==> src/rtl/bmhq_ram.sv <==
// bmhq_ram: generic simple dual-port RAM, one write and one registered read.
// No dependencies.
module bmhq_ram #(
   parameter int unsigned WIDTH = 8,
   parameter int unsigned DEPTH = 16
) (
   input  logic                     clock,
   input  logic                     wr_en,
   input  logic [$clog2(DEPTH)-1:0] wr_addr,
   input  logic [WIDTH-1:0]         wr_data,
   input  logic                     rd_en,
   input  logic [$clog2(DEPTH)-1:0] rd_addr,
   output logic [WIDTH-1:0]         rd_data
);

   logic [WIDTH-1:0] mem [DEPTH];

   always_ff @(posedge clock) begin
      if (wr_en) begin
         mem[wr_addr] <= wr_data;
      end
      if (rd_en) begin
         rd_data <= mem[rd_addr];
      end
   end

endmodule

==> config.mk <==
export PLATFORM = sky130hd
export DESIGN_NAME = bmhq_ram
export DESIGN_NICKNAME = d
export VERILOG_FILES = /design/src/rtl/bmhq_ram.sv
export SDC_FILE = /design/constraint.sdc
export NUM_CORES = 1
export LEC_CHECK = 0
export ABC_AREA = 0
export BUFFER_PORTS_ARGS = -buffer_cell sky130_fd_sc_hd__buf_2
export CELL_PAD_IN_SITES_DETAIL_PLACEMENT = 0
export CELL_PAD_IN_SITES_GLOBAL_PLACEMENT = 2
export CORE_ASPECT_RATIO = 0.75
export CORE_MARGIN = 10
export CORE_UTILIZATION = 52
export DETAILED_ROUTE_END_ITERATION = 6
export PLACE_DENSITY = 0.88
export SETUP_SLACK_MARGIN = 0.02
export SLEW_MARGIN = 30
export SYNTH_ARGS = -nofsm -noshare
export SYNTH_HDL_FRONTEND = slang
export SYNTH_SLANG_ARGS = --single-unit
==> constraint.sdc <==
create_clock -name clock -period 3.78 [get_ports clock]
set_input_delay 0.378 -clock clock [delete_from_list [all_inputs] [get_ports clock]]
set_output_delay 0.378 -clock clock [all_outputs]
set_load 0.02 [all_outputs]
### After elaboration in Yosys (flattened, before gate mapping)

Memory sizes are Yosys's and may differ from the RTL's. A register that Yosys moved wholly into a read port is not among the register bits.
Cells that the tools add are included.

* multiplexer cells: 2

Operators with widths (number)
* two-way mux 1 bit: 2

* memories: 1
* bits of input ports: 19
* logic and storage cells: 3
* register bits: 0
* output and inout bits: 8
* bits in writable memories: 128

Memories
* mem: words 16, bits a word 8, rd ports 1, clocked after memory_dff 1, write ports 1, line 16 `logic [WIDTH-1:0] mem [DEPTH];`

### Depth between registers and ports, before layout

* depth after elaboration: 2
* mapped depth: 5
* mapped depth without buffers: 3

### Worst setup path before layout

OpenSTA, ideal clock, no wires.

* path kind: input -> register
* start: input port wr_addr[2]
* end: memory mem[0][0] (enable)
* setup time: 0.383 ns
* slack: 1.909 ns
* data required time: 3.397 ns
* cell stages on the path: 2
* buffers on the path: 0
* data arrival time: 1.488 ns
* cell sequence: or3b_2 nor3_1

RTL lines
* from (decl): line 9 `input logic [$clog2(DEPTH)-1:0] wr_addr,`
* to (decl): line 16

Straight into the memory's write port.

==> run summary <==
Synthesis produced a netlist whose cell count is 229. The TritonCTS sink count is 136, and the setup TNS is 0 ns. Summed over all nets, the switching power comes to 0.000713 W. Headroom to the max-slew limit came out at 42.0%. The post-layout total power is 0.00356 W. Counting buffers and inverters, the worst setup path is 5 cells deep.

Counting I/O delays and the setup requirement, the final critical path takes 2.05 ns. For the total iterations of the first detailed-routing run, the log shows 4. The total count of max-transition violations in the final report is 0. The DRC violation count after routing was 0.

The logs give 0 for the initial antenna violation count and 15.5% for the global router's overall resource usage. The instance area after placement is 0.00547 sq mm. The sum of buffers and inverters on the critical path is 2. The power density over the cells is 586 mW/mm^2.

The core outline area was 0.00974 sq mm; the slack of the worst reg-to-reg path was 2.26 ns. The number of global-route vias before repair is 2,507, and the number of top-level pins is 27. The class of the tightest hold or removal check was input port to flip-flop. The final count of negative-setup-slack endpoints is 0, and the worst stage delay on the critical path is 0.58 ns. Critical path startpoint: rd_addr[0]. The worst-case IR drop observed on VDD is 0.420 mV. Timing would allow up to 0.488 GHz.

The share of layout cells above drive strength 1 was 28.5%; the site row count was 31. Sequential elements use 78.1% of the synthesized area. TritonCTS built the clock tree. The cell sitting at the root of the clock tree is a sky130_fd_sc_hd__clkbuf_16. Counting flops with a built-in enable in the synthesized netlist gives 136. Fraction of the cycle the final worst path needs: 54.2%. 0 antenna diodes ended up in the layout.

Hold repair after CTS inserted 0 buffers. The tools report the utilization of the core after routing as 62.5%. For the internal power of the cells, the log shows 0.00285 W. The depth of the most critical reg-to-reg path is 3, and the vertical die dimension is 107 um. The first global-routing pass estimated 16,000 um of wire. The count of antenna-violating nets left after detailed routing was 0.

The per-cell routed wire length is 25.6 um. In this run the worst setup path terminates at rd_data[5]$_DFFE_PP_. Ranked by instance count, the synthesized netlist is headed by sky130_fd_sc_hd__edfxtp_1, sky130_fd_sc_hd__mux4_2, sky130_fd_sc_hd__a22oi_1.

Fraction of synthesis flops using an asynchronous set or reset pin: 0%. The register clock-pin slew on the reported worst setup and hold paths was 0.06 ns; the routability congestion estimate was 0.759. The tools report the pin count of the biggest net entering global routing as 33. The standard cell with the maximum stage delay on the critical path was sky130_fd_sc_hd__mux4_2.

The worst clock skew on the final layout was 0.00818 ns; the area fraction of the dominant cell type after synthesis was 78.1%. The layout net count is 287. The maximum clock insertion buffer count is 2, and the count of cell types in the netlist is 18. Registers are responsible for 47.9% of the overall power. The number of vias per cell after detailed routing came out at 6.02. Area of all placed cells without fillers: 0.00608 sq mm.

After synthesis, the cell types taking the most area are sky130_fd_sc_hd__edfxtp_1, sky130_fd_sc_hd__mux4_2, sky130_fd_sc_hd__mux4_1. The floorplan step defined a die boundary enclosing 0.0145 sq mm. Kind of start point of the critical path: an input port.

The startpoint identified for the worst register-to-register timing path is mem[5][4]$_DFFE_PP_. After clock tree synthesis, the setup repair step added 0 buffers. Total overflow reported by the global router: 0.

In this design, the largest share of critical-path delay is due to buffers and inverters. Setup repair after global routing left no endpoint under its margin. Net switching is 20.0% of the power. The endpoint identified for the worst register-to-register timing path is rd_data[4]$_DFFE_PP_. After synthesis the netlist holds a flip-flop and latch count of 136. Layout overhead on the synthesized area: 16.3%. For this configuration, the core starts out at a cell density of 53.7%.

The width of the chip is 136 um. During synthesis, Yosys emitted a total of 0 warnings. The critical path goes through buf_2, buf_4, mux4_2, a22oi_1, nand2_1. The most repeated cell in the gate-level netlist after synthesis is sky130_fd_sc_hd__edfxtp_1. The final route contains 2,488 vias. After detailed placement, the design holds a cell count of 381. The largest total area in the synthesized netlist belongs to sky130_fd_sc_hd__edfxtp_1. Counting every net in the synthesized netlist gives 248. Max-cap violations in this run came to 0. Once detailed placement completed, the half-perimeter wirelength came to 6560 um. A synthesized cell averages 22.8 sq um. The tools report the total routed wirelength as 10,600 um. The flow ran to the end, and the final reports show no timing, DRC or antenna violations. Excluding fillers, the count of instances in the completed layout stands at 413.

After synthesis the cells add up to 0.00523 sq mm. Most instantiated flip-flop cell in the synthesis netlist: sky130_fd_sc_hd__edfxtp_1. Buffers placed on the I/O ports in this run total 26. The number of resized instances in the post-cts repair step is 0. The tools report the clock power share as 47.5%. Data arrives at the worst endpoint at 2.20 ns. The proportion of power drawn by combinational gates came out at 4.5%. The H-tree generated during clock tree synthesis spans 4 levels. The tools report the type of element capturing the critical path as a flip-flop. Data on the critical path is required at its endpoint by 3.93 ns. The transition at the pin with the smallest max-transition slack is 0.867 ns. TritonCTS created 17 clock buffers.

For this block, the initial DRC count from the detailed router was 290. The critical path is of the input port to flip-flop type. Cell leakage power: 2.02 nW.

At the later pin of the worst-skew pair, clock insertion delay measures 0.42 ns. The tools report the final-report hold violation count as 0. Largest driver fanout on the critical path: 23.
worst min-delay path by stage:
stage / from / endpoint / slack, ns / cells past startpoint
after detailed placement: mem[14][0]$_DFFE_PP_ / rd_data[0]$_DFFE_PP_ / 0.74 / 3
after floorplan: wr_data[0] / mem[0][0]$_DFFE_PP_ / 0.48 / 0
final: rd_en / rd_data[1]$_DFFE_PP_ / 0.32 / 1
after CTS: rd_en / rd_data[1]$_DFFE_PP_ / 0.31 / 1
after global placement: mem[8][2]$_DFFE_PP_ / rd_data[2]$_DFFE_PP_ / 0.73 / 3
after global routing: rd_en / rd_data[1]$_DFFE_PP_ / 0.31 / 1
cell type report:
| cell class | instances | area (sq um) |
|---|---|---|
| fillers | 667 | 3650 |
| multi-input cells | 83 | 1060 |
| flip-flops and latches | 136 | 4080 |
| clock buffers | 17 | 425 |
| repair buffers | 30 | 160 |
| well taps | 132 | 165 |
| clock inverters | 15 | 184 |
power by group through the flow:
stage	combinational (W)	clock, W	sequential [W]
6_report	0.000161	0.00169	0.00171
5_1_grt	0.000175	0.00179	0.00171
4_1_cts	0.000163	0.00171	0.00171
3_5_place_dp	0.000162	0	0.00174
3_3_place_gp	0.000158	0	0.00174
2_1_floorplan	0.0000857	0	0.00175
cells by family after synthesis:
group	count (synthesis)	share of synthesized area [%]
compound gates	16	2.30
mux	32	14.8
simple gates	35	3.14
buf+inv	10	1.65
flops	136	78.1
sequential cells by signal (all words and copies together), names as in the netlist:
name / flops
rd_data: 8
mem: 128
placed cells by master, fill, tap and decap left out, drive strengths merged:
master    Yosys  layout
edfxtp      136     136
clkbuf        0      17
nor2b         1       1
nand3b        2       2
nor2         13      13
mux4         32      32
or3b          1       1
buf           7      30
nand2         9       9
clkinv        0       8
bufinv        0       4
nand2b        2       2
a22oi        16      16
clkinvlp      0       3
nand3         1       1
and2b         1       1
nor3          4       4
and2          1       1
per-stage QoR:
stage / hold slack [ns] / worst slack, ns
final: 0.324 / 1.73
after global routing: 0.311 / 1.60
after CTS: 0.311 / 1.73
after detailed placement: 0.737 / 1.30
after global placement: 0.733 / 1.31
after floorplan: 0.477 / 1.91
worst reg2reg max path, delay by kind of cell, from the launching register on:
kind               cells  cell delay (ns)
and+or+nand+nor        1             0.08
muxes                  1             0.52
DFF                    1             0.36
AOI/OAI and AO/OA      1             0.30
layer usage:
metal  track usage, %  vias to the layer above  routed length, um
met4             5.14                        0                114
li1                 -                     1063                  -
met1             22.3                     1320               4860
met2             21.3                       95               4860
met3             5.69                       10                727
met5                0                        -                  0
Note: power is estimated with default switching activity, not from simulation.
