<file path="config.mk">
export PLATFORM = sky130hd
export DESIGN_NAME = bmhq_seq
export DESIGN_NICKNAME = d
export VERILOG_FILES = /design/src/rtl/bmhq_pkg.sv /design/src/rtl/bmhq_seq.sv
export SDC_FILE = /design/constraint.sdc
export NUM_CORES = 1
export LEC_CHECK = 0
export BUFFER_PORTS_ARGS = -buffer_cell sky130_fd_sc_hd__buf_2
export CAP_MARGIN = 25
export CORE_MARGIN = 5
export CORE_UTILIZATION = 56
export DETAILED_ROUTE_END_ITERATION = 8
export GPL_TIMING_DRIVEN = 0
export MAX_ROUTING_LAYER = met4
export PLACE_DENSITY = 0.9
export SETUP_SLACK_MARGIN = 0.5
export SLEW_MARGIN = 10
export SYNTH_ARGS = -nofsm -noshare
export SYNTH_HDL_FRONTEND = slang
export SYNTH_SLANG_ARGS = --single-unit
</file>
<file path="constraint.sdc">
create_clock -name clock -period 6.4 [get_ports clock]
set_input_delay 0.64 -clock clock [delete_from_list [all_inputs] [get_ports clock]]
set_output_delay 0.64 -clock clock [all_outputs]
set_load 0.05 [all_outputs]
</file>
<file path="src/rtl/bmhq_pkg.sv">
// bmhq_pkg: shared types, widths and codes of the binary min-heap queue.
// No dependencies; the interfaces, bmhq_seq and the top level refer to it by scoped names.
package bmhq_pkg;

   localparam int unsigned HEAP_DEPTH_DEF = 4096;
   localparam int unsigned COST_W         = 32;
   localparam int unsigned NODE_W         = 10;
   localparam int unsigned STATUS_W       = 2;
   localparam int unsigned FILL_W         = 13;
   localparam int unsigned ENTRY_W        = COST_W + NODE_W;

   typedef enum logic {
      OP_PUSH = 1'b0,
      OP_POP  = 1'b1
   } op_type;

   typedef enum logic [STATUS_W-1:0] {
      STATUS_DONE  = 2'd0,
      STATUS_FULL  = 2'd1,
      STATUS_EMPTY = 2'd2
   } status_type;

   typedef struct packed {
      logic signed [COST_W-1:0] cost;
      logic [NODE_W-1:0]        node;
   } entry_type;

   typedef struct packed {
      op_type    op;
      entry_type entry;
   } req_type;

   typedef struct packed {
      status_type               status;
      logic signed [COST_W-1:0] cost;
      logic [NODE_W-1:0]        node;
      logic [FILL_W-1:0]        fill;
   } result_type;

   typedef enum logic [3:0] {
      ST_IDLE,
      ST_UP_CHECK,
      ST_UP_CMP,
      ST_POP_ROOT,
      ST_POP_LAST,
      ST_DN_CHECK,
      ST_DN_LEFT,
      ST_DN_RIGHT,
      ST_DN_MOVE,
      ST_FINISH
   } state_type;

endpackage

</file>
<file path="src/rtl/bmhq_seq.sv">
// bmhq_seq: heap sequencer with one shared cost comparator; walks sift-up
// and sift-down one level at a time through the heap RAM. Uses bmhq_pkg.
module bmhq_seq #(
   parameter int unsigned HEAP_DEPTH = bmhq_pkg::HEAP_DEPTH_DEF,
   localparam int unsigned AW = $clog2(HEAP_DEPTH),
   localparam int unsigned CW = $clog2(HEAP_DEPTH + 1)
) (
   input  logic                             clock,
   input  logic                             reset,
   input  logic                             start,
   input  bmhq_pkg::req_type                req,
   output logic                             idle,
   input  logic                             out_free,
   output logic                             done,
   output bmhq_pkg::result_type             result,
   output logic                             ram_wr_en,
   output logic [AW-1:0]                    ram_wr_addr,
   output logic [bmhq_pkg::ENTRY_W-1:0]     ram_wr_data,
   output logic                             ram_rd_en,
   output logic [AW-1:0]                    ram_rd_addr,
   input  logic [bmhq_pkg::ENTRY_W-1:0]     ram_rd_data
);

   localparam int unsigned IW = CW + 1;

   bmhq_pkg::state_type  state_ff, state_in;
   logic [CW-1:0]        count_ff, count_in;
   logic [AW-1:0]        now_ff, now_in;
   bmhq_pkg::entry_type  item_ff, item_in;
   bmhq_pkg::entry_type  best_ff, best_in;
   logic [AW-1:0]        best_idx_ff, best_idx_in;
   logic                 best_child_ff, best_child_in;
   bmhq_pkg::result_type res_ff, res_in;

   bmhq_pkg::entry_type  rd_entry;
   logic [IW-1:0]        left_ix, right_ix, count_wide;
   logic                 has_left, has_right, is_full;
   logic [AW-1:0]        parent_ix;

   // shared comparator
   logic signed [bmhq_pkg::COST_W-1:0] cmp_a, cmp_b;
   logic                               cmp_less;

   assign rd_entry   = bmhq_pkg::entry_type'(ram_rd_data);
   assign count_wide = IW'(count_ff);
   assign left_ix    = (IW'(now_ff) << 1) | IW'(1);
   assign right_ix   = left_ix + IW'(1);
   assign has_left   = left_ix < count_wide;
   assign has_right  = right_ix < count_wide;
   assign parent_ix  = (now_ff - AW'(1)) >> 1;
   assign is_full    = count_ff == CW'(HEAP_DEPTH);
   assign idle       = state_ff == bmhq_pkg::ST_IDLE;
   assign result     = res_ff;

   always_comb begin
      cmp_a = rd_entry.cost;
      cmp_b = item_ff.cost;
      case (state_ff)
         bmhq_pkg::ST_UP_CMP: begin
            cmp_a = item_ff.cost;
            cmp_b = rd_entry.cost;
         end
         bmhq_pkg::ST_DN_RIGHT: begin
            cmp_b = best_ff.cost;
         end
         default: begin
         end
      endcase
   end
   assign cmp_less = cmp_a < cmp_b;

   // next state
   always_comb begin
      state_in = state_ff;
      unique case (state_ff)
         bmhq_pkg::ST_IDLE: begin
            if (start) begin
               if (req.op == bmhq_pkg::OP_PUSH) begin
                  state_in = is_full ? bmhq_pkg::ST_FINISH : bmhq_pkg::ST_UP_CHECK;
               end else begin
                  state_in = (count_ff == '0) ? bmhq_pkg::ST_FINISH : bmhq_pkg::ST_POP_ROOT;
               end
            end
         end
         bmhq_pkg::ST_UP_CHECK: begin
            state_in = (now_ff == '0) ? bmhq_pkg::ST_FINISH : bmhq_pkg::ST_UP_CMP;
         end
         bmhq_pkg::ST_UP_CMP: begin
            state_in = cmp_less ? bmhq_pkg::ST_UP_CHECK : bmhq_pkg::ST_FINISH;
         end
         bmhq_pkg::ST_POP_ROOT: begin
            state_in = (count_ff == CW'(1)) ? bmhq_pkg::ST_FINISH : bmhq_pkg::ST_POP_LAST;
         end
         bmhq_pkg::ST_POP_LAST: begin
            state_in = bmhq_pkg::ST_DN_CHECK;
         end
         bmhq_pkg::ST_DN_CHECK: begin
            state_in = has_left ? bmhq_pkg::ST_DN_LEFT : bmhq_pkg::ST_FINISH;
         end
         bmhq_pkg::ST_DN_LEFT: begin
            state_in = has_right ? bmhq_pkg::ST_DN_RIGHT : bmhq_pkg::ST_DN_MOVE;
         end
         bmhq_pkg::ST_DN_RIGHT: begin
            state_in = bmhq_pkg::ST_DN_MOVE;
         end
         bmhq_pkg::ST_DN_MOVE: begin
            state_in = best_child_ff ? bmhq_pkg::ST_DN_CHECK : bmhq_pkg::ST_FINISH;
         end
         bmhq_pkg::ST_FINISH: begin
            if (out_free) begin
               state_in = bmhq_pkg::ST_IDLE;
            end
         end
         default: begin
            state_in = bmhq_pkg::ST_IDLE;
         end
      endcase
   end

   // RAM port and handshake outputs
   always_comb begin
      ram_rd_en   = 1'b0;
      ram_rd_addr = '0;
      ram_wr_en   = 1'b0;
      ram_wr_addr = now_ff;
      ram_wr_data = item_ff;
      done        = 1'b0;
      unique case (state_ff)
         bmhq_pkg::ST_IDLE: begin
            // fetch the root early; harmless if the heap turns out empty
            ram_rd_en = start && (req.op == bmhq_pkg::OP_POP);
         end
         bmhq_pkg::ST_UP_CHECK: begin
            ram_rd_en   = now_ff != '0;
            ram_rd_addr = parent_ix;
            ram_wr_en   = now_ff == '0;
         end
         bmhq_pkg::ST_UP_CMP: begin
            ram_wr_en = 1'b1;
            if (cmp_less) begin
               ram_wr_data = rd_entry;
            end
         end
         bmhq_pkg::ST_POP_ROOT: begin
            ram_rd_en   = 1'b1;
            ram_rd_addr = AW'(count_ff - CW'(1));
         end
         bmhq_pkg::ST_POP_LAST: begin
         end
         bmhq_pkg::ST_DN_CHECK: begin
            ram_rd_en   = has_left;
            ram_rd_addr = left_ix[AW-1:0];
            ram_wr_en   = !has_left;
         end
         bmhq_pkg::ST_DN_LEFT: begin
            ram_rd_en   = has_right;
            ram_rd_addr = right_ix[AW-1:0];
         end
         bmhq_pkg::ST_DN_RIGHT: begin
         end
         bmhq_pkg::ST_DN_MOVE: begin
            ram_wr_en = 1'b1;
            if (best_child_ff) begin
               ram_wr_data = best_ff;
            end
         end
         bmhq_pkg::ST_FINISH: begin
            done = out_free;
         end
         default: begin
         end
      endcase
   end

   // datapath registers
   always_comb begin
      count_in      = count_ff;
      now_in        = now_ff;
      item_in       = item_ff;
      best_in       = best_ff;
      best_idx_in   = best_idx_ff;
      best_child_in = best_child_ff;
      res_in        = res_ff;
      case (state_ff)
         bmhq_pkg::ST_IDLE: begin
            if (start) begin
               res_in.status = bmhq_pkg::STATUS_DONE;
               res_in.cost   = '0;
               res_in.node   = '0;
               res_in.fill   = bmhq_pkg::FILL_W'(count_ff);
               item_in       = req.entry;
               now_in        = AW'(count_ff);
               if (req.op == bmhq_pkg::OP_PUSH) begin
                  if (is_full) begin
                     res_in.status = bmhq_pkg::STATUS_FULL;
                  end else begin
                     count_in    = count_ff + CW'(1);
                     res_in.fill = bmhq_pkg::FILL_W'(count_ff + CW'(1));
                  end
               end else if (count_ff == '0) begin
                  res_in.status = bmhq_pkg::STATUS_EMPTY;
               end
            end
         end
         bmhq_pkg::ST_UP_CMP: begin
            if (cmp_less) begin
               now_in = parent_ix;
            end
         end
         bmhq_pkg::ST_POP_ROOT: begin
            res_in.cost = rd_entry.cost;
            res_in.node = rd_entry.node;
            res_in.fill = bmhq_pkg::FILL_W'(count_ff - CW'(1));
            count_in    = count_ff - CW'(1);
         end
         bmhq_pkg::ST_POP_LAST: begin
            item_in = rd_entry;
            now_in  = '0;
         end
         bmhq_pkg::ST_DN_LEFT: begin
            // left wins only when strictly cheaper than the moving entry
            best_idx_in   = left_ix[AW-1:0];
            best_child_in = cmp_less;
            best_in       = cmp_less ? rd_entry : item_ff;
         end
         bmhq_pkg::ST_DN_RIGHT: begin
            if (cmp_less) begin
               best_in       = rd_entry;
               best_idx_in   = right_ix[AW-1:0];
               best_child_in = 1'b1;
            end
         end
         bmhq_pkg::ST_DN_MOVE: begin
            if (best_child_ff) begin
               now_in = best_idx_ff;
            end
         end
         default: begin
         end
      endcase
   end

   always_ff @(posedge clock) begin
      if (reset) begin
         state_ff <= bmhq_pkg::ST_IDLE;
         count_ff <= '0;
      end else begin
         state_ff <= state_in;
         count_ff <= count_in;
      end
   end

   always_ff @(posedge clock) begin
      now_ff        <= now_in;
      item_ff       <= item_in;
      best_ff       <= best_in;
      best_idx_ff   <= best_idx_in;
      best_child_ff <= best_child_in;
      res_ff        <= res_in;
   end

   a_count_bound: assert property (@(posedge clock) disable iff (reset)
      count_ff <= CW'(HEAP_DEPTH))
      else $error("entry count above heap depth");

   a_write_in_heap: assert property (@(posedge clock) disable iff (reset)
      ram_wr_en |-> (IW'(ram_wr_addr) < count_wide))
      else $error("heap write outside held entries");

   a_left_after_check: assert property (@(posedge clock) disable iff (reset)
      state_ff == bmhq_pkg::ST_DN_LEFT |-> $past(state_ff) == bmhq_pkg::ST_DN_CHECK)
      else $error("left child compare without a child read");

   a_done_to_idle: assert property (@(posedge clock) disable iff (reset)
      done |=> state_ff == bmhq_pkg::ST_IDLE)
      else $error("sequencer did not return to idle after a result");

endmodule

</file>
* After elaboration in Yosys (flattened, before gate mapping)
Cells that the tools add are included. W data, S select, Z words.
Operators by class: $add $sub $neg 4, multipliers 0, divide/modulo/power cells 0, magnitude comparators 3, equality and inequality tests 16, shift operators 0, mux-type cells 42, bitwise logic cells 0, reduce and logical (&&, ||, !) cells 17
Operators with widths (number):
- $pmux W42 S2 | 3
- $mux W42 | 4
- $pmux W55 S2 | 1
- $pmux W12 S4 | 2
- $pmux W32 S2 | 1
- $mux W55 | 1
- $mux W12 | 4
- $mux W4 | 11
- $pmux W4 S10 | 1
- $mux W13 | 3
- $lt A32 B32 Y1 | 1
- $mux W32 | 1
- $pmux W13 S2 | 1
- $pmux W12 S2 | 1
- $eq A4 B3 Y1 const B | 4
- $add A13 B1 Y14 const B | 1
- $lt A14 B13 Y1 | 1
- $add A13 B1 Y13 const B | 1
- $eq A13 B1 Y1 const B | 1
- $eq A13 B13 Y1 const B | 1
- $logic_not A13 Y1 | 1
- $lt A13 B13 Y1 | 1
- $sub A13 B1 Y13 const B | 1
- $logic_not A12 Y1 | 1
- other kinds (19) | 34
Storage, ports and cells: register bits after elaboration 183, latch bits 0, bits in writable memories 0, memory bits (read-only) 0, output and inout bits 127, memories kept 0

* Logic depth before layout (Yosys ltp)
Gate-level depths: netlist of the first run.
word-level depth 5, depth in mapped cells 19

* Worst setup path before layout of the first run
OpenSTA, ideal clock, no wires.
path type register to output, from register state_ff[1], to output port ram_wr_data[0] (netlist name), arrival time 4185 ps, data required time 5760 ps, setup slack 1575 ps, cell stages (with the launch flop) 19, path buffers 6, cells stage by stage dfxtp_1 -> clkbuf_1 -> nand2_1 -> nor2_1 -> clkbuf_1 -> buf_1 -> buf_1 -> nand2_1 -> nand2_1 -> ha_1 -> a211oi_1 -> o211ai_1 -> o221a_2 -> o31ai_1 -> o211a_1 -> o21a_1 -> clkbuf_1 -> clkbuf_1 -> a221o_1
Between the ends: longest elaborated chain between the ends 5, elaborated cells between the ends (all ways) 8, classes of those cells order compare (1); eq/ne (3); mux (4)
Ends and longest elaborated chain:
- from (decl) | RTL line bmhq_seq.sv:26 | bmhq_pkg::state_type state_ff, state_in;
- from (signal assigned) | RTL line bmhq_seq.sv:245 | state_ff <= bmhq_pkg::ST_IDLE;
- from (signal assigned) | RTL line bmhq_seq.sv:248 | state_ff <= state_in;
- $eq A4 B3 Y1 or $eq A4 B2 Y1 (tied branches) | RTL line bmhq_seq.sv:58, bmhq_seq.sv:128
- $pmux W32 S2 or $mux W32 (tied branches) | RTL line bmhq_seq.sv:58 | case (state_ff)
- $lt A32 B32 Y1 | RTL line bmhq_seq.sv:70 | assign cmp_less = cmp_a < cmp_b;
- $mux W42 | RTL line bmhq_seq.sv:140 | if (cmp_less) begin
- $pmux W42 S2 (*) | RTL line bmhq_seq.sv:128 | unique case (state_ff)
- to (decl) | RTL line bmhq_seq.sv:18 | output logic [bmhq_pkg::ENTRY_W-1:0] ram_wr_data,
Mark *: on every way between the ends. The rest lies on a longest branch, timed or not.

* Final worst setup path of the first run
from register state_ff[0], to output port ram_wr_data[1] (netlist name)
Same word-level chain as after synthesis.

==> qor.txt, run 1 <==
Status: completed
Clk_skew: 0.0143 ns
Leak: 5.87 nW
Final worst-path cycle share: 89.9%
Final WS setup: 0.647 ns
Slew HR: 41.5%
Hold/Removal Path Class: input port to register
Clock latency on the worst-skew pair: 0.45 ns
Post-synth EDFFs: 166
Final Hold Viols: 0
Logic pwr share: 62.9%
Slowest stage cell on the critical path: a221o_1
Post-synth cell types: 61
Crit Path Category: register to output port
Internal: 4.14 mW
Drt pass-1 iters: 5
Switch share: 50.9%
Asr flop ratio synth: 0%
Vias: 10900
Cells after synthesis: 1148
Syn nets: 1297
Drt initial violations: 1344
Clk sink count: 183
Required @ worst endpoint: 5.76 ns
Vias in the first global route: 10700
Post-layout min period: 5.75 ns
Ranking of synthesized cells by area: edfxtp_1, ha_1, nand2_1
Reg area: 5330 sq um
Fin area: 14100 sq um
Util after Layout: 67.2%
Worst vdd ir: 0.349 mV
FP Rows: 53
Achievable Freq: 174 MHz
R2r startpoint: state_ff[0]
Unrepaired setup endpoints after global routing: no
Setup bufs post-CTS: 0
Ys Warns: 0
# DRC: 0
CP endpoint: ram_wr_data[1]
Chip width: 156 um
CTS buffer count: 17
Root Driver: clkbuf_16
GRT Residual Overflow: 0
Critical Path End Type: output port
Worst slack at placement: 0.150 ns
HPWL Detailed: 27600 um
DP Area: 13500 sq um
Crit path launch type: register
R2R cell count: 17
Bufs and invs on worst path: 6
Total Nets Final: 1533
Slew Limit Fails: 0
Max Cap Viol: 0
Worst setup path start: state_ff[0]
Clk buf depth: 2
Die Span Y: 156 um
Antenna Nets Post-Route: 0
Switching power: 4.29 mW
CTS tree: yes
Worst Path Arrival: 5.11 ns
CP most frequent cell: buf_2
P&R area growth vs syn: 17.9%
RR Endpoint: best_ff[4]
Via density: 6.49
Pin count of the biggest net entering global routing: 56
Sequential group share of total power: 24.3%
Worst Hold Depth: 2
Commonest cells in the netlist: edfxtp_1, nand2_1, clkbuf_1
Worst R2R Setup Slack: 1.64 ns
Core area: 21000 sq um
Cells traversed along the worst timing path: buf_2 -> nor2_1 -> nand2_1 -> or2_2 -> clkbuf_1 -> buf_2 -> buf_2 -> nand2_1 -> nand2_1 -> ha_1 -> a211oi_1 -> o211ai_1 -> o221a_2 -> o31ai_2 -> o211ai_1 -> o2bb2ai_1 -> clkbuf_4 -> a221o_1 -> buf_2
Die Footprint: 24400 sq um
CP delay by family, top: compound AO/OA/AOI/OAI gates
Largest area contributor in the netlist: edfxtp_1
Critical path peak fanout: 10
Initial core utilization: 57.0%
Top-count cell post-synth: edfxtp_1
Setup violators final: 0
Multi-input gate area: 6210 sq um
GRT Util Overall: 30.8%
First-pass GRT wire length: 57400 um
Synth top area share: 41.6%
Filler Cell Count: 1563
I/O pin count: 216
WL/cell: 22.7 um
PD cells: 597 nW/um^2
Sequential area share after synthesis: 44.5%
Synth Cell Area: 12000 sq um
Clock H-tree levels: 4
Post-Route WL: 38100 um
FF+latch count, synth: 183
Cell depth of the worst setup path: 19
GPL Wtd Cong: 0.994
Worst-Margin Slew: 0.872 ns
Clk pwr share: 12.8%
Share of layout cells above drive strength 1: 27.1%
Clock slew at reported path FFs: 0.08 ns
Prevailing post-synth register cell: edfxtp_1
Pwr Total: 8.43 mW
Syn_area_per_cell: 10.4 sq um
Port bufs: 215
Crit-path max cell delay: 0.41 ns
Initial antenna violation count: 4
Setup total negative slack: 0 ns
worst min-delay path by stage:
stage / startpoint / end / slack [ns]
after floorplan: count_ff[6] / count_ff[6] / 0.52
after global placement: best_idx_ff[4] / ram_wr_addr[4] / 0.53
after detailed placement: best_idx_ff[11] / ram_wr_addr[11] / 0.54
after CTS: reset / count_ff[10] / 0.47
after global routing: reset / count_ff[10] / 0.47
final: reset / count_ff[10] / 0.46
what timing repair did:
| item | 4_1_cts | 5_1_grt |
|---|---|---|
| pin swaps | 0 | 0 |
| endpoints found under the setup margin | 42 | 41 |
| gates resized for setup | 18 | 28 |
| gates cloned | 0 | 0 |
| hold buffers | 0 | 0 |
sequential cells by signal, indices dropped and copies added (netlist names):
signal / flops
result: 57
best_ff: 42
item_ff: 42
count_ff: 13
best_idx_ff: 12
ram_wr_addr: 12
state_ff: 4
best_child_ff: 1
kinds of logic after synthesis:
kind of cell               after synthesis  share of synthesized area [%]
and+or+nand+nor                        397                           16.2
AOI/OAI and AO/OA                      257                           15.5
DFF                                    183                           44.5
buffers and inverters                  107                           4.00
muxes                                   84                           9.12
xor gates and xnor gates                60                           4.39
adders and majority gates               60                           6.27
through the flow:
step | hold slack [ns] | instances
floorplan | 0.515 | 1148
global placement | 0.529 | 1638
detailed placement | 0.537 | 1640
CTS | 0.469 | 1671
global route | 0.472 | 1675
finish | 0.464 | 1676
power groups by stage:
stage	Sequential, mW	Clock [mW]	Combinational (mW)
final	2.05	1.08	5.30
after global routing	2.07	1.12	5.58
after CTS	2.04	1.07	5.22
after detailed placement	2.06	0	5.17
after global placement	2.06	0	5.01
after floorplan	2.64	0	3.31
layout make-up:
class	count	area share, %
multi-input cells	858	43.9
diodes	5	0.0886
well taps	275	2.44
flip-flops and latches	183	37.7
repair buffers	217	7.95
clock inverters	14	1.15
plain buffers	85	3.14
clock buffers	17	3.01
inverters	22	0.585
layer usage:
layer  share of wire [%]  global-route usage, %  vias to the layer above
met1                  38                   40.6                     5169
met5                   0                      -                        -
li1                    -                      -                     4778
met4                 4.5                   13.8                        0
met2                  46                   46.9                      782
met3                  12                   5.37                      143
layout by cell type (no fill, tap or decap), types with 40 or more instances in the layout:
cell type / count
a21oi_1: 65
a221o_1: 48
and2_1: 43
and3_1: 55
buf_2: 225
clkbuf_1: 51
edfxtp_1: 166
ha_1: 60
mux2_2: 45
nand2_1: 156
nor2_1: 52
o21ai_0: 40
xnor2_1: 50
No activity file was read; power rests on OpenSTA's default activity.
==> inputs of run 2 (changes only) <==
--- a/config.mk
+++ b/config.mk
@@ -5,11 +5,13 @@
 export SDC_FILE = /design/constraint.sdc
 export NUM_CORES = 1
 export LEC_CHECK = 0
+export ABC_AREA = 1
 export BUFFER_PORTS_ARGS = -buffer_cell sky130_fd_sc_hd__buf_2
 export CAP_MARGIN = 25
 export CORE_MARGIN = 5
 export CORE_UTILIZATION = 56
 export DETAILED_ROUTE_END_ITERATION = 8
+export GPL_ROUTABILITY_DRIVEN = 0
 export GPL_TIMING_DRIVEN = 0
 export MAX_ROUTING_LAYER = met4
 export PLACE_DENSITY = 0.9
==> run 2 against run 1 <==
The flow now finishes with violations (design-rule violations). Non-clock buffer count fell by 10. Global-route usage rose by 2.3 points. Worst hold slack got worse by 0.0024 ns. Core utilization barely moved. Die area rose by 1.1%. Maximum frequency rose by 0.86%. First-iteration DRC count rose by 58%. Clock-buffer cell count rose by 2. Clock skew fell by 0.0033 ns. Sequential cell count did not move. Synthesized cell count rose by 35%. Critical path type unchanged. Critical endpoint is now ram_wr_data[38].
==> qor.txt, run 2 <==
Initial core utilization: 57.3% (was 57.0%)
Antenna Nets Post-Route: 0 (unchanged)
Max Cap Viol: 0 (unchanged)
Worst Hold Depth: 2 (unchanged)
CTS tree: yes (unchanged)
Vias: 12900 (was 10900)
Ranking of synthesized cells by area: edfxtp_1, nand2_1, o21ai_0 (was edfxtp_1, ha_1, nand2_1)
Worst slack at placement: 1.14 ns (was 0.150 ns)
Die Span Y: 157 um (was 156 um)
Critical Path End Type: output port (unchanged)
Worst Min Path Start: reset (unchanged)
Clk_skew: 0.0109 ns (was 0.0143 ns)
Drt initial violations: 2117 (was 1344)
# DRC: 5 (was 0)
R2r startpoint: state_ff[2] (was state_ff[0])
Final Hold Viols: 0 (unchanged)
Commonest cells in the netlist: nand2_1, inv_1, o21ai_0 (was edfxtp_1, nand2_1, clkbuf_1)
Share of layout cells above drive strength 1: 16.0% (was 27.1%)
CTS buffer count: 17 (unchanged)
Drt pass-1 iters: 9 (was 5)
Slew Limit Fails: 0 (unchanged)
WL/cell: 19.8 um (was 22.7 um)
Chip width: 157 um (was 156 um)
Crit Path Category: register to output port (unchanged)
Die Footprint: 24700 sq um (was 24400 sq um)
Crit path launch type: register (unchanged)
Hold endpoint: state_ff[0] (was count_ff[10])
Status: complete, but fails checks (was completed)
Top-count cell post-synth: nand2_1 (was edfxtp_1)
GRT Residual Overflow: 0 (unchanged)
Root Driver: clkbuf_16 (unchanged)
Post-synth EDFFs: 166 (unchanged)
First-pass GRT wire length: 62500 um (was 57400 um)
Worst R2R Setup Slack: 1.33 ns (was 1.64 ns)
FF+latch count, synth: 183 (unchanged)
Syn_area_per_cell: 7.84 sq um (was 10.4 sq um)
Ys Warns: 0 (unchanged)
Setup violators final: 0 (unchanged)
Worst-Margin Slew: 0.871 ns (was 0.872 ns)
Syn nets: 1694 (was 1297)
Largest area contributor in the netlist: edfxtp_1 (unchanged)
RR Endpoint: best_ff[30] (was best_ff[4])
Vias in the first global route: 12500 (was 10700)
GRT Util Overall: 33.1% (was 30.8%)
Final WS setup: 0.696 ns (was 0.647 ns)
Achievable Freq: 175 MHz (was 174 MHz)
CP most frequent cell: nand2_1 (was buf_2)
Via density: 6.23 (was 6.49)
FP Rows: 53 (unchanged)
Asr flop ratio synth: 0% (unchanged)
Failing checks: design-rule violations
Worst Path Arrival: 5.06 ns (was 5.11 ns)
Initial antenna violation count: 2 (was 4)
Pin count of the biggest net entering global routing: 61 (was 56)
Core area: 21200 sq um (was 21000 sq um)
Cells after synthesis: 1545 (was 1148)
Clk buf depth: 2 (unchanged)
P&R area growth vs syn: 17.3% (was 17.9%)
Largest register FFs: 57 (unchanged)
CP delay by family, top: buffers and inverters (was compound AO/OA/AOI/OAI gates)
Post-layout min period: 5.70 ns (was 5.75 ns)
Critical path peak fanout: 10 (unchanged)
Util after Layout: 67.2% (about the same)
Clock H-tree levels: 4 (unchanged)
Synth top area share: 41.2% (was 41.6%)
Hold/Removal Path Class: input port to register (unchanged)
Total Nets Final: 1931 (was 1533)
Final worst-path cycle share: 89.1% (was 89.9%)
Post-synth cell types: 44 (was 61)
Clk sink count: 183 (unchanged)
Clock slew at reported path FFs: 0.07 ns (was 0.08 ns)
Post-Route WL: 40900 um (was 38100 um)
Sequential area share after synthesis: 44.0% (was 44.5%)
Clock latency on the worst-skew pair: 0.45 ns (about the same)
Cells traversed along the worst timing path: nor2_1 -> nand2_2 -> buf_1 -> clkbuf_1 -> nand2_1 -> o21ai_0 -> ha_1 -> nand2_1 -> nor2_1 -> a211oi_1 -> o221ai_1 -> a21oi_1 -> nand2_1 -> nand2_2 -> nand3_1 -> inv_1 -> buf_2 -> o21ai_0 -> nand2_1 -> buf_2 (was buf_2 -> nor2_1 -> nand2_1 -> or2_2 -> clkbuf_1 -> buf_2 -> buf_2 -> nand2_1 -> nand2_1 -> ha_1 -> a211oi_1 -> o211ai_1 -> o221a_2 -> o31ai_2 -> o211ai_1 -> o2bb2ai_1 -> clkbuf_4 -> a221o_1 -> buf_2)
Synth Cell Area: 12100 sq um (was 12000 sq um)
R2R cell count: 18 (was 17)
Prevailing post-synth register cell: edfxtp_1 (unchanged)
Required @ worst endpoint: 5.76 ns (about the same)
I/O pin count: 216 (unchanged)
HPWL Detailed: 29300 um (was 27600 um)
Most common cell after layout, fill and taps aside: nand2_1 (was buf_2)
Most frequent cells in the layout: nand2_1, inv_1, buf_2, o21ai_0, edfxtp_1 (was buf_2, edfxtp_1, nand2_1, a21oi_1, ha_1)
Unrepaired setup endpoints after global routing: no (unchanged)
Crit-path max cell delay: 0.56 ns (was 0.41 ns)
Port bufs: 215 (unchanged)
Slowest stage cell on the critical path: clkbuf_1 (was a221o_1)
Bufs and invs on worst path: 5 (was 6)
Slew HR: 41.7% (was 41.5%)
==> run 2: routing by layer <==
metal / GRT usage [%] / share of wire (%)
met1: 41.1 / 35
met2: 50.3 / 45
met3: 6.49 / 14
met4: 19.7 / 5.9
met5: - / 0
==> run 2: how the worst max path moves through the flow <==
stage | cells past startpoint | to | startpoint | slack (ns)
floorplan | 16 | best_child_ff | state_ff[2] | 0.59
global placement | 18 | best_ff[29] | state_ff[2] | -1.95
detailed placement | 19 | ram_wr_data[38] | state_ff[2] | 1.14
CTS | 19 | ram_wr_data[38] | state_ff[2] | 0.63
global route | 19 | ram_wr_data[38] | state_ff[2] | 0.51
finish | 20 | ram_wr_data[38] | state_ff[2] | 0.70
==> run 2: metrics by stage <==
stage               cell area, sq um  instances  setup TNS, ns  hold slack (ns)
floorplan                      12100       1545              0            0.500
global placement               13500       2035        -107.21            0.522
detailed placement             13600       2038              0            0.539
CTS                            14200       2070              0            0.444
global route                   14200       2072              0            0.468
finish                         14200       2072              0            0.462
==> run 2: cell families after synthesis <==
family,Yosys count,share of synthesized area [%]
AOI/OAI and AO/OA,369,17.8
buffers and inverters,323,10.3
DFF,183,44.0
and+or+nand+nor,589,20.2
xor gates and xnor gates,21,1.52
adders and majority gates,60,6.20
==> run 2: area by class of cell <==
| cell class | count | area (sq um) |
|---|---|---|
| clock buffer | 19 | 433 |
| clock inverter | 13 | 144 |
| timing repair buffer | 218 | 1140 |
| multi-input combinational | 1039 | 5560 |
| inverter | 249 | 940 |
| buffer | 74 | 317 |
| antenna | 2 | 5.00 |
| sequential | 183 | 5330 |
| fill | 1681 | 6950 |
| tap | 275 | 344 |
==> run 2: what timing repair did <==
item,CTS,global route
buffers inserted,0,0
gates resized for setup,0,6
setup endpoints to repair,0,42
hold buffers,0,0
Power of run 2 is left out: the tool's default activity adds up to more than one toggle a clock period on the data nets, which glitch-free logic cannot reach.
